`src/rtl/assert_macros.svh`:
```
// Assertion macros shared by the tracker RTL.
// Depends on nothing; included by the files that carry assertions.
`ifndef ASSERT_MACROS_SVH
`define ASSERT_MACROS_SVH

// Clocked check that is switched off while reset is high.
`define ASSERT_CLK(lbl, clk, rst, prop, msg) \
   lbl: assert property (@(posedge clk) disable iff (rst) (prop)) else $error(msg);

// Clocked check that also holds during reset.
`define ASSERT_ALWAYS(lbl, clk, prop, msg) \
   lbl: assert property (@(posedge clk) (prop)) else $error(msg);

`endif

```
`src/rtl/lat_pkg.sv`:
```
// Types, action codes and helpers for the largest allocation tracker.
// Depends on nothing; used by lat_cell and largest_allocation_tracker.
package lat_pkg;

   localparam int RANK_W = 4;

   typedef enum logic [1:0] {
      ACT_RECORD = 2'd0,
      ACT_READ   = 2'd1,
      ACT_CLEAR  = 2'd2
   } action_type;

   typedef struct packed {
      logic [63:0] bytes;
      logic [31:0] want_type;
      logic [31:0] want_usage;
      logic [31:0] want_access;
      logic [31:0] got_type;
      logic [31:0] got_usage;
      logic [31:0] got_access;
      logic [63:0] align;
      logic [63:0] address;
      logic [31:0] seq;
   } entry_type;

   typedef struct packed {
      logic [1:0]  action;
      logic [3:0]  slot;
      logic [63:0] alloc_bytes;
      logic [31:0] want_mem_type;
      logic [31:0] want_usage;
      logic [31:0] want_access;
      logic [31:0] got_mem_type;
      logic [31:0] got_usage;
      logic [31:0] got_access;
      logic [63:0] align_bytes;
      logic [63:0] buffer_address;
   } req_type;

   typedef struct packed {
      logic [63:0]       out_bytes;
      logic [31:0]       out_want_type;
      logic [31:0]       out_want_usage;
      logic [31:0]       out_want_access;
      logic [31:0]       out_got_type;
      logic [31:0]       out_got_usage;
      logic [31:0]       out_got_access;
      logic [63:0]       out_align;
      logic [63:0]       out_address;
      logic [31:0]       out_sequence;
      logic [RANK_W-1:0] rank_taken;
      logic              peak_replaced;
   } rsp_type;

   // Per-cell control for one accepted request.
   typedef struct packed {
      logic record;
      logic clear;
      logic rd_hit;
   } cell_ctl_type;

   function automatic rsp_type entry_to_rsp(entry_type e);
      rsp_type r;
      r                 = '0;
      r.out_bytes       = e.bytes;
      r.out_want_type   = e.want_type;
      r.out_want_usage  = e.want_usage;
      r.out_want_access = e.want_access;
      r.out_got_type    = e.got_type;
      r.out_got_usage   = e.got_usage;
      r.out_got_access  = e.got_access;
      r.out_align       = e.align;
      r.out_address     = e.address;
      r.out_sequence    = e.seq;
      return r;
   endfunction

endpackage

```
`src/rtl/lat_cell.sv`:
```
// One ranked table cell: holds an entry, compares it with a new event and
// either keeps it, takes the new event or takes its upper neighbor's entry.
// Depends on lat_pkg.
module lat_cell (
   input  logic                  clock,
   input  logic                  reset,
   input  lat_pkg::cell_ctl_type ctl,
   input  lat_pkg::entry_type    new_entry,
   input  logic                  prev_gt,
   input  lat_pkg::entry_type    prev_entry,
   output logic                  gt,
   output lat_pkg::entry_type    entry,
   output lat_pkg::entry_type    rd_data
);
   import lat_pkg::*;

   entry_type entry_ff;
   entry_type entry_in;

   // The table is kept in non-increasing order, so the compare results form a
   // thermometer: once the new size beats a cell, it beats every cell below.
   assign gt      = new_entry.bytes > entry_ff.bytes;
   assign entry   = entry_ff;
   assign rd_data = ctl.rd_hit ? entry_ff : '0;

   always_comb begin
      entry_in = entry_ff;
      priority if (ctl.clear) begin
         entry_in = '0;
      end else if (ctl.record && prev_gt) begin
         entry_in = prev_entry;
      end else if (ctl.record && gt) begin
         entry_in = new_entry;
      end
   end

   always_ff @(posedge clock) begin
      if (reset) begin
         entry_ff <= '0;
      end else begin
         entry_ff <= entry_in;
      end
   end

endmodule

```
`config.mk`:
```
export PLATFORM = sky130hd
export DESIGN_NAME = lat_cell
export DESIGN_NICKNAME = d
export VERILOG_FILES = /design/src/rtl/assert_macros.svh /design/src/rtl/lat_pkg.sv /design/src/rtl/lat_cell.sv
export SDC_FILE = /design/constraint.sdc
export NUM_CORES = 1
export LEC_CHECK = 0
export ABC_AREA = 1
export BUFFER_PORTS_ARGS = -buffer_cell sky130_fd_sc_hd__buf_2
export CORE_AREA = 5 5 650 652
export CTS_BUF_LIST = sky130_fd_sc_hd__clkbuf_16
export CTS_CLUSTER_SIZE = 20
export DETAILED_ROUTE_END_ITERATION = 8
export DIE_AREA = 0 0 655 657
export PLACE_DENSITY = 0.3
export SLEW_MARGIN = 10
export SYNTH_ARGS = -nofsm -noshare
export SYNTH_HDL_FRONTEND = slang
export SYNTH_SLANG_ARGS = --single-unit
```
`constraint.sdc`:
```
create_clock -name clock -period 2.83 [get_ports clock]
set_clock_uncertainty 0.1 [all_clocks]
set_input_delay 0.566 -clock clock [delete_from_list [all_inputs] [get_ports clock]]
set_output_delay 0.566 -clock clock [all_outputs]
set_load 0.02 [all_outputs]
```
### Yosys cells after proc, flatten, opt, wreduce, memory -nomap -nowiden

Cells that the tools add are included.

* magnitude comparators: 1
* muxes and demuxes: 3
* reduce and logical (&&, ||, !) cells: 4

Operators by type and width (count)
* 2-to-1 mux 416 bit: 3
* greater-than comparator 64 bit: 1
* logical AND 1 bit: 2
* nonzero test 2 bit: 1
* OR reduction 2 bit: 1

* register bits after elaboration: 416

### Longest topological paths before layout

Gate-level depths: netlist of run 1.

* depth in word-level cells: 4
* mapped depth: 22

### Least setup slack after synthesis of run 1

No wires, ideal clock.

* path kind: input port to output port
* from: input new_entry[411] in the netlist's numbering
* to: output gt
* arrival time: 1939 ps
* slack: 225 ps
* cell stages on the path: 9
* cells stage by stage: ha_1 > nand2_1 > inv_1 > nand3_1 > nor2_1 > nand2_1 > nor3b_2 > nand2_1 > a21boi_0

* word-level cells in the longest chain between the ends: 1

Ends and longest elaborated chain
* start, declared: line lat_cell.sv:8 `input lat_pkg::entry_type new_entry,`
* greater-than comparator 64 bit: line lat_cell.sv:22 `assign gt = new_entry.bytes > entry_ff.bytes;`
* end, declared: line lat_cell.sv:11 `output logic gt,`

Every way passes these cells.

### Final worst setup path of run 1

* from: register entry_ff, in the netlist entry[399]
* to: output gt

* word-level cells in the longest chain between the ends: 1

Ends and longest elaborated chain
* start, declared: line lat_cell.sv:17 `entry_type entry_ff;`
* start signal, assigned: line lat_cell.sv:41 `entry_ff <= entry_in;`
* greater-than comparator 64 bit: line lat_cell.sv:22

Every way passes these cells.

==> flow_metrics.tcl, run 1 <==
set metrics [dict create \
    power.leakage_nw 28.72 \
    max_freq_mhz 294.5 \
    slew_headroom 0.5363 \
    final.fill_count 48560 \
    routed_wl_um 349400 \
    drt-pass1-iter-count 5 \
    regArea_um2 8339 \
    worst_pin_slew_ps 694.5 \
    hold_violations 0 \
    antenna_found_initial 191 \
    path_cells "inv_2, ha_4, nand4_1, nor3_4, nand2_1, nand2_2, a21oi_2, buf_6, a21boi_4, buf_6" \
    syn-cell-area_um2 28090 \
    grt_pass1_vias 36800 \
    ant_nets 0 \
    start_util 0.06756 \
    crit_buf_inv 3 \
    critPathArrivalTime_ps 2730 \
    num_rows 237 \
    grt_max_degree 84 \
    htree_num_levels 3 \
    synth_cell_types 24 \
    finalMaxSlewViolations 0 \
    cts_root_buf "clkbuf_16" \
    holdWs_ps 83.95 \
    drt_iter0_drc 2186 \
    setup-violations-final 384 \
    dr_wl_met3_um 48600 \
    crit_required_ps 2160 \
    ys_seq_area_frac 0.2965 \
    r2r_cells 17 \
    synth_nets 5190 \
    fin_crit_sh 1.200 \
    cp_slowest_stage_delay_ps 340 \
    critPathCaptureType "output pin" \
    violations "negative setup slack" \
    cts.clk_slew.worst_paths_ps 60 \
    max-cap-violations 0 \
    p_total_mw 24.37 \
    cts_tree "yes" \
    ys_warn_count 0 \
    die_width_um 655 \
    top_layer "met5" \
    die_h_um 657 \
    hold_path_depth 4 \
    crit_type "flip-flop to output pin" \
    synth.largest_area_cell "dfxtp_1" \
    finalInstanceArea_um2 56630 \
    largest_register_ffs 416 \
    placed_cell_area_um2 45540 \
    hold_class "primary input to flip-flop" \
    multi_input_area_um2 16270 \
    cpLargestDelayFamily "simple AND/OR/NAND/NOR gates" \
    cts_buffers 74 \
    crit_cells 10 \
    grt_util_all_layers 0.1533 \
    critPathMaxFanout 2 \
    syn-instance-count 4288 \
    wl_per_cell_um 28.65 \
    clk_path_buf_depth 4 \
    numClockSinks 416 \
    outcome "finished with violations" \
    gp_congestion 0.9110 \
    finalCriticalPeriod_ps 3396 \
    synth_top_area_share 0.2965 \
    vias 38090 \
    drive_gt1_frac 0.4208 \
    area_growth_pct 101.6 \
    fin_nets 7499 \
    io_buffers 1670 \
    crit_path_start_kind "flip-flop" \
    yosys-top-cells-area "dfxtp_1 30%, mux2_2 17%, nand2_1 12%" \
    vias_per_cell 3.122 \
    synth-seq-cells 416 \
    p_per_area_nw_per_um2 430.3 \
    max-vdd-ir-drop_mv 0.3551 \
    globalRoute.totalOverflow 0 \
    worst_slack_ps -566.1 \
    wl_met2_um 158000 \
    clk-insertion-delay-late_ps 770 \
    grt_pass1_wl_um 426600 \
    r2r-start "entry[399]" \
    io_pins 1671 \
    cp_slowest_cell "dfxtp_2" \
    critPathLaunch "entry[399]" \
    die_area_um2 430300 \
    rsz0062_at_grt "true" \
    met1_length_um 131700 \
    hold_start "new_entry[135]" \
    core_um2 415700 \
    drc 0 \
    hpwl_um 304300 \
    crit_top_cell "buf_6" \
    synth_area_per_cell_um2 6.551 \
    setup-tns-final_ps -46780 \
]
cells in the mapped netlist:
library cell,number
a21boi_0,1
a21o_1,1
a21oi_1,444
buf_1,25
buf_2,46
buf_4,3
buf_6,41
buf_8,2
clkbuf_1,205
clkinv_1,1
dfxtp_1,416
ha_1,64
inv_1,850
mux2_2,415
nand2_1,897
nand3_1,422
nand3_2,1
nand4_1,6
nor2_1,432
nor3_1,4
nor3b_2,1
o21a_1,3
o21ai_0,6
o21bai_1,2
layout make-up:
| class | count | share of cell area |
|---|---|---|
| diodes | 55 | 0.002430 |
| clock inverters | 50 | 0.006716 |
| flip-flops and latches | 416 | 0.1473 |
| repair buffers | 2555 | 0.3457 |
| inverters | 851 | 0.05640 |
| clock buffers | 74 | 0.03270 |
| multi-input cells | 2699 | 0.2874 |
| well taps | 5497 | 0.1214 |
stage by stage:
step,worst slack (ps),cells,utilization
detailed placement,-749.9,11390,0.1095
finish,-566.1,12200,0.1362
CTS,-660.0,12090,0.1313
global placement,-779.7,11390,0.1095
floorplan,224.8,4288,-
global route,-680.9,12150,0.1359
routing by layer:
metal / track usage / vias to the layer above
li1: - / 17990
met1: 0.1702 / 18000
met2: 0.2489 / 1514
met3: 0.09090 / 437
met4: 0.03749 / 142
met5: 0 / -
worst paths after layout:
| path | to | slack [ps] |
|---|---|---|
| worst min register to register | entry[349] | 450 |
| worst min-delay path | entry[135] | 80 |
| worst max-delay path | gt | -570 |
| worst max register to register | entry[45] | -250 |
repair_timing:
action	4_1_cts	5_1_grt
hold endpoints to repair	333	0
setup endpoints to repair	420	417
hold buffers	546	0
pin swaps	12	61
gates resized for setup	153	260
buffers inserted	14	22
gates cloned	18	32
kinds of logic after synthesis:
kind of cell	count (synthesis)	synth area share
AOI/OAI and AO/OA	457	0.08205
adders and majority gates	64	0.02851
buffers and inverters	1173	0.1710
DFF	416	0.2965
muxes	415	0.1664
and+or+nand+nor	1763	0.2556
worst min-delay path: stages:
cell     delay, ps
buf_2           70
mux2_2         160
a21oi_1         40
nor2_1          80
layout by cell type, fill, tap and decap left out, types with 183 or more instances in the layout:
| master | count |
|---|---|
| mux2_2 | 415 |
| a21oi_1 | 275 |
| nor2_1 | 426 |
| buf_2 | 1587 |
| nand2_1 | 888 |
| nand3_1 | 368 |
| dfxtp_1 | 407 |
| buf_4 | 183 |
| inv_1 | 858 |
| dlygate4sd3_1 | 546 |
where the power goes:
group / total [mW] / leakage (nW) / switching, mW / internal [mW]
registers: 6.76 / 3.41 / 0.527 / 6.23
logic: 8.59 / 24.2 / 4.88 / 3.71
clock network: 9.02 / 1.14 / 3.91 / 5.11
Power figures use the tool's default switching activity.
==> run 2, diff against run 1 <==
Settings changed: CORE_AREA 5 5 650 652 to 5 5 643 645, CTS_BUF_LIST sky130_fd_sc_hd__clkbuf_16 to sky130_fd_sc_hd__clkbuf_8, DIE_AREA 0 0 655 657 to 0 0 648 650.
==> run 2 against run 1 <==
  * The flow still finishes with violations (negative setup slack)
  * Sequential share of layout area decreased by 1.4 points
  * Non-clock buffer count rose by 327
  * Hold slack got worse by 6.7 ps
  * Clock power shrank 10%
  * Global-route usage rose by 0.56 points
  * First-iteration DRC count is 11% higher
  * Routed wire length rose by 3.7%
  * Worst setup slack worse by 130 ps
  * Final cell count increased by 2.8%
  * Critical path type unchanged
==> flow_metrics.tcl, run 2 (synthesis gave the netlist of run 1 again) <==
set metrics [dict create \
    critPathArrivalTime_ps 2860 \
    slew_headroom 0.5994 \
    layout_commonest_cell "buf_2" \
    swShare 0.3862 \
    p_switching_mw 9.563 \
    drt_iter0_drc 2420 \
    vias 40240 \
    critPathCaptureType "output pin" \
    place_ws_ps -693.1 \
    vias_per_cell 3.209 \
    p_clk_frac 0.328 \
    cts_buffers 103 \
    largest_register_ffs 416 \
    clk-insertion-delay-late_ps 930 \
    area_growth_pct 123.2 \
    start_util 0.06893 \
    cp_slowest_stage_delay_ps 390 \
    crit_type "flip-flop to output pin" \
    path_cells "inv_2, ha_4, nand2_4, nor2_4, nand4_1, nor3b_4, buf_6, nand3_4, a21boi_2, buf_6" \
    critPathMaxFanout 2 \
    fin_crit_sh 1.245 \
    drc 0 \
    max-vdd-ir-drop_mv 0.2904 \
    p_per_area_nw_per_um2 395.0 \
    hpwl_um 306100 \
    finalCriticalPeriod_ps 3524 \
    worst_pin_slew_ps 600.0 \
    numClockSinks 416 \
    holdWs_ps 77.28 \
    rsz0062_at_grt "true" \
    r2r-start "entry[391]" \
    globalRoute.totalOverflow 0 \
    wl_per_cell_um 28.90 \
    max-cap-violations 0 \
    p_comb_frac 0.399 \
    hold_start "new_entry[191]" \
    die_h_um 650 \
    setup-violations-final 404 \
    gp_congestion 0.9004 \
    io_pins 1671 \
    power.leakage_nw 31.07 \
    cts.clk_slew.worst_paths_ps 60 \
    drt-pass1-iter-count 5 \
    drive_gt1_frac 0.4439 \
    cpLargestDelayFamily "simple AND/OR/NAND/NOR gates" \
    crit-reg2reg-capture "entry[254]" \
    die_area_um2 421200 \
    crit_top_cell "buf_6" \
    htree_num_levels 3 \
    clk_path_buf_depth 4 \
    ant_nets 0 \
    cts_tree "yes" \
    grt_util_all_layers 0.1589 \
    hold_class "primary input to flip-flop" \
    grt_pass1_wl_um 434000 \
    die_width_um 648 \
    max_freq_mhz 283.7 \
    antenna_found_initial 222 \
    crit_buf_inv 3 \
    finalMaxSlewViolations 0 \
    violations "negative setup slack" \
    routed_wl_um 362500 \
    fin_nets 7855 \
    num_rows 235 \
    grt_pass1_vias 38660 \
    worst_slack_ps -694.3 \
    hold_violations 0 \
    cp_slowest_cell "nor3b_4" \
    grt_max_degree 84 \
    core_um2 407500 \
    r2r_cells 19 \
    worst_hold_path.endpoint "entry[191]" \
    io_buffers 1670 \
    hold_path_depth 4 \
    layout_common_cells "1507 x buf_2, 866 x inv_1, 866 x nand2_1" \
    internal-power_mw 15.20 \
    p_seq_frac 0.273 \
    crit_path_start_kind "flip-flop" \
    critPathLaunch "entry[391]" \
    crit_required_ps 2160 \
    cts_root_buf "clkbuf_8" \
    outcome "finished with violations" \
    rrSetupSlack_ps -340 \
]
run 2: cell count changes in the layout (fill, tap and decap cells not counted), moves of 58 or more:
cell	change
buf_2	-80
a21oi_1	-58
nand3_1	-128
clkbuf_8	+124
buf_12	+93
dlygate4sd3_1	+276
nand3_2	+119
run 2: how the worst max path moves through the flow:
stage,slack (ps),endpoint,depth (start not counted)
2_1_floorplan,220,gt,9
6_report,-690,gt,10
4_1_cts,-830,gt,12
3_5_place_dp,-690,entry[323],16
3_3_place_gp,-660,entry[323],14
5_1_grt,-860,gt,10
run 2: tightest hold or removal path, cell delays in order:
cell	delay [ps]
buf_2	70
mux2_2	310
a21oi_2	50
nor2_1	70
run 2: timing repair:
| action | in CTS | in global routing |
|---|---|---|
| buffers inserted | 14 | 20 |
| pin swaps | 13 | 174 |
| gates resized for setup | 124 | 599 |
| endpoints found under the setup margin | 415 | 418 |
| cloned | 16 | 77 |
| hold endpoints to repair | 412 | 0 |
| hold buffers | 822 | 0 |
run 2: metrics by stage:
stage                     setup TNS, ps  cells    util  power [mW]  cell area, um^2
after detailed placement        -206130  11360  0.1148       13.90            46790
after global placement          -179240  11360  0.1148       13.93            46790
after CTS                        -51000  12380  0.1428       24.07            58180
final                            -73830  12540  0.1538       24.76            62690
after floorplan                       0   4288       -       9.998            28090
after global routing            -114410  12500  0.1536       26.06            62580
run 2: routing by layer:
layer / global-route usage / wire length, um
met5: 0 / 906
met4: 0.03523 / 10080
met3: 0.1089 / 55890
met2: 0.2659 / 168800
met1: 0.1624 / 126800
run 2: cell type report:
class                           instances  area, um^2
Fill cell                           47270      344800
Timing Repair Buffer                 2882       24620
Multi-Input combinational cell       2699       17480
Sequential cell                       416        8344
Tap cell                             5451        6820
Inverter                              851        3194
Clock buffer                          124        1707
Clock inverter                         45       340.3
Antenna cell                           73       182.7
run 2: power by group through the flow:
stage	logic [mW]	clock network (mW)	registers, mW
after floorplan	2.96	0	7.03
after global placement	7.05	0	6.88
after detailed placement	7.02	0	6.88
after CTS	8.73	8.58	6.76
after global routing	10.6	8.70	6.79
final	9.88	8.12	6.75
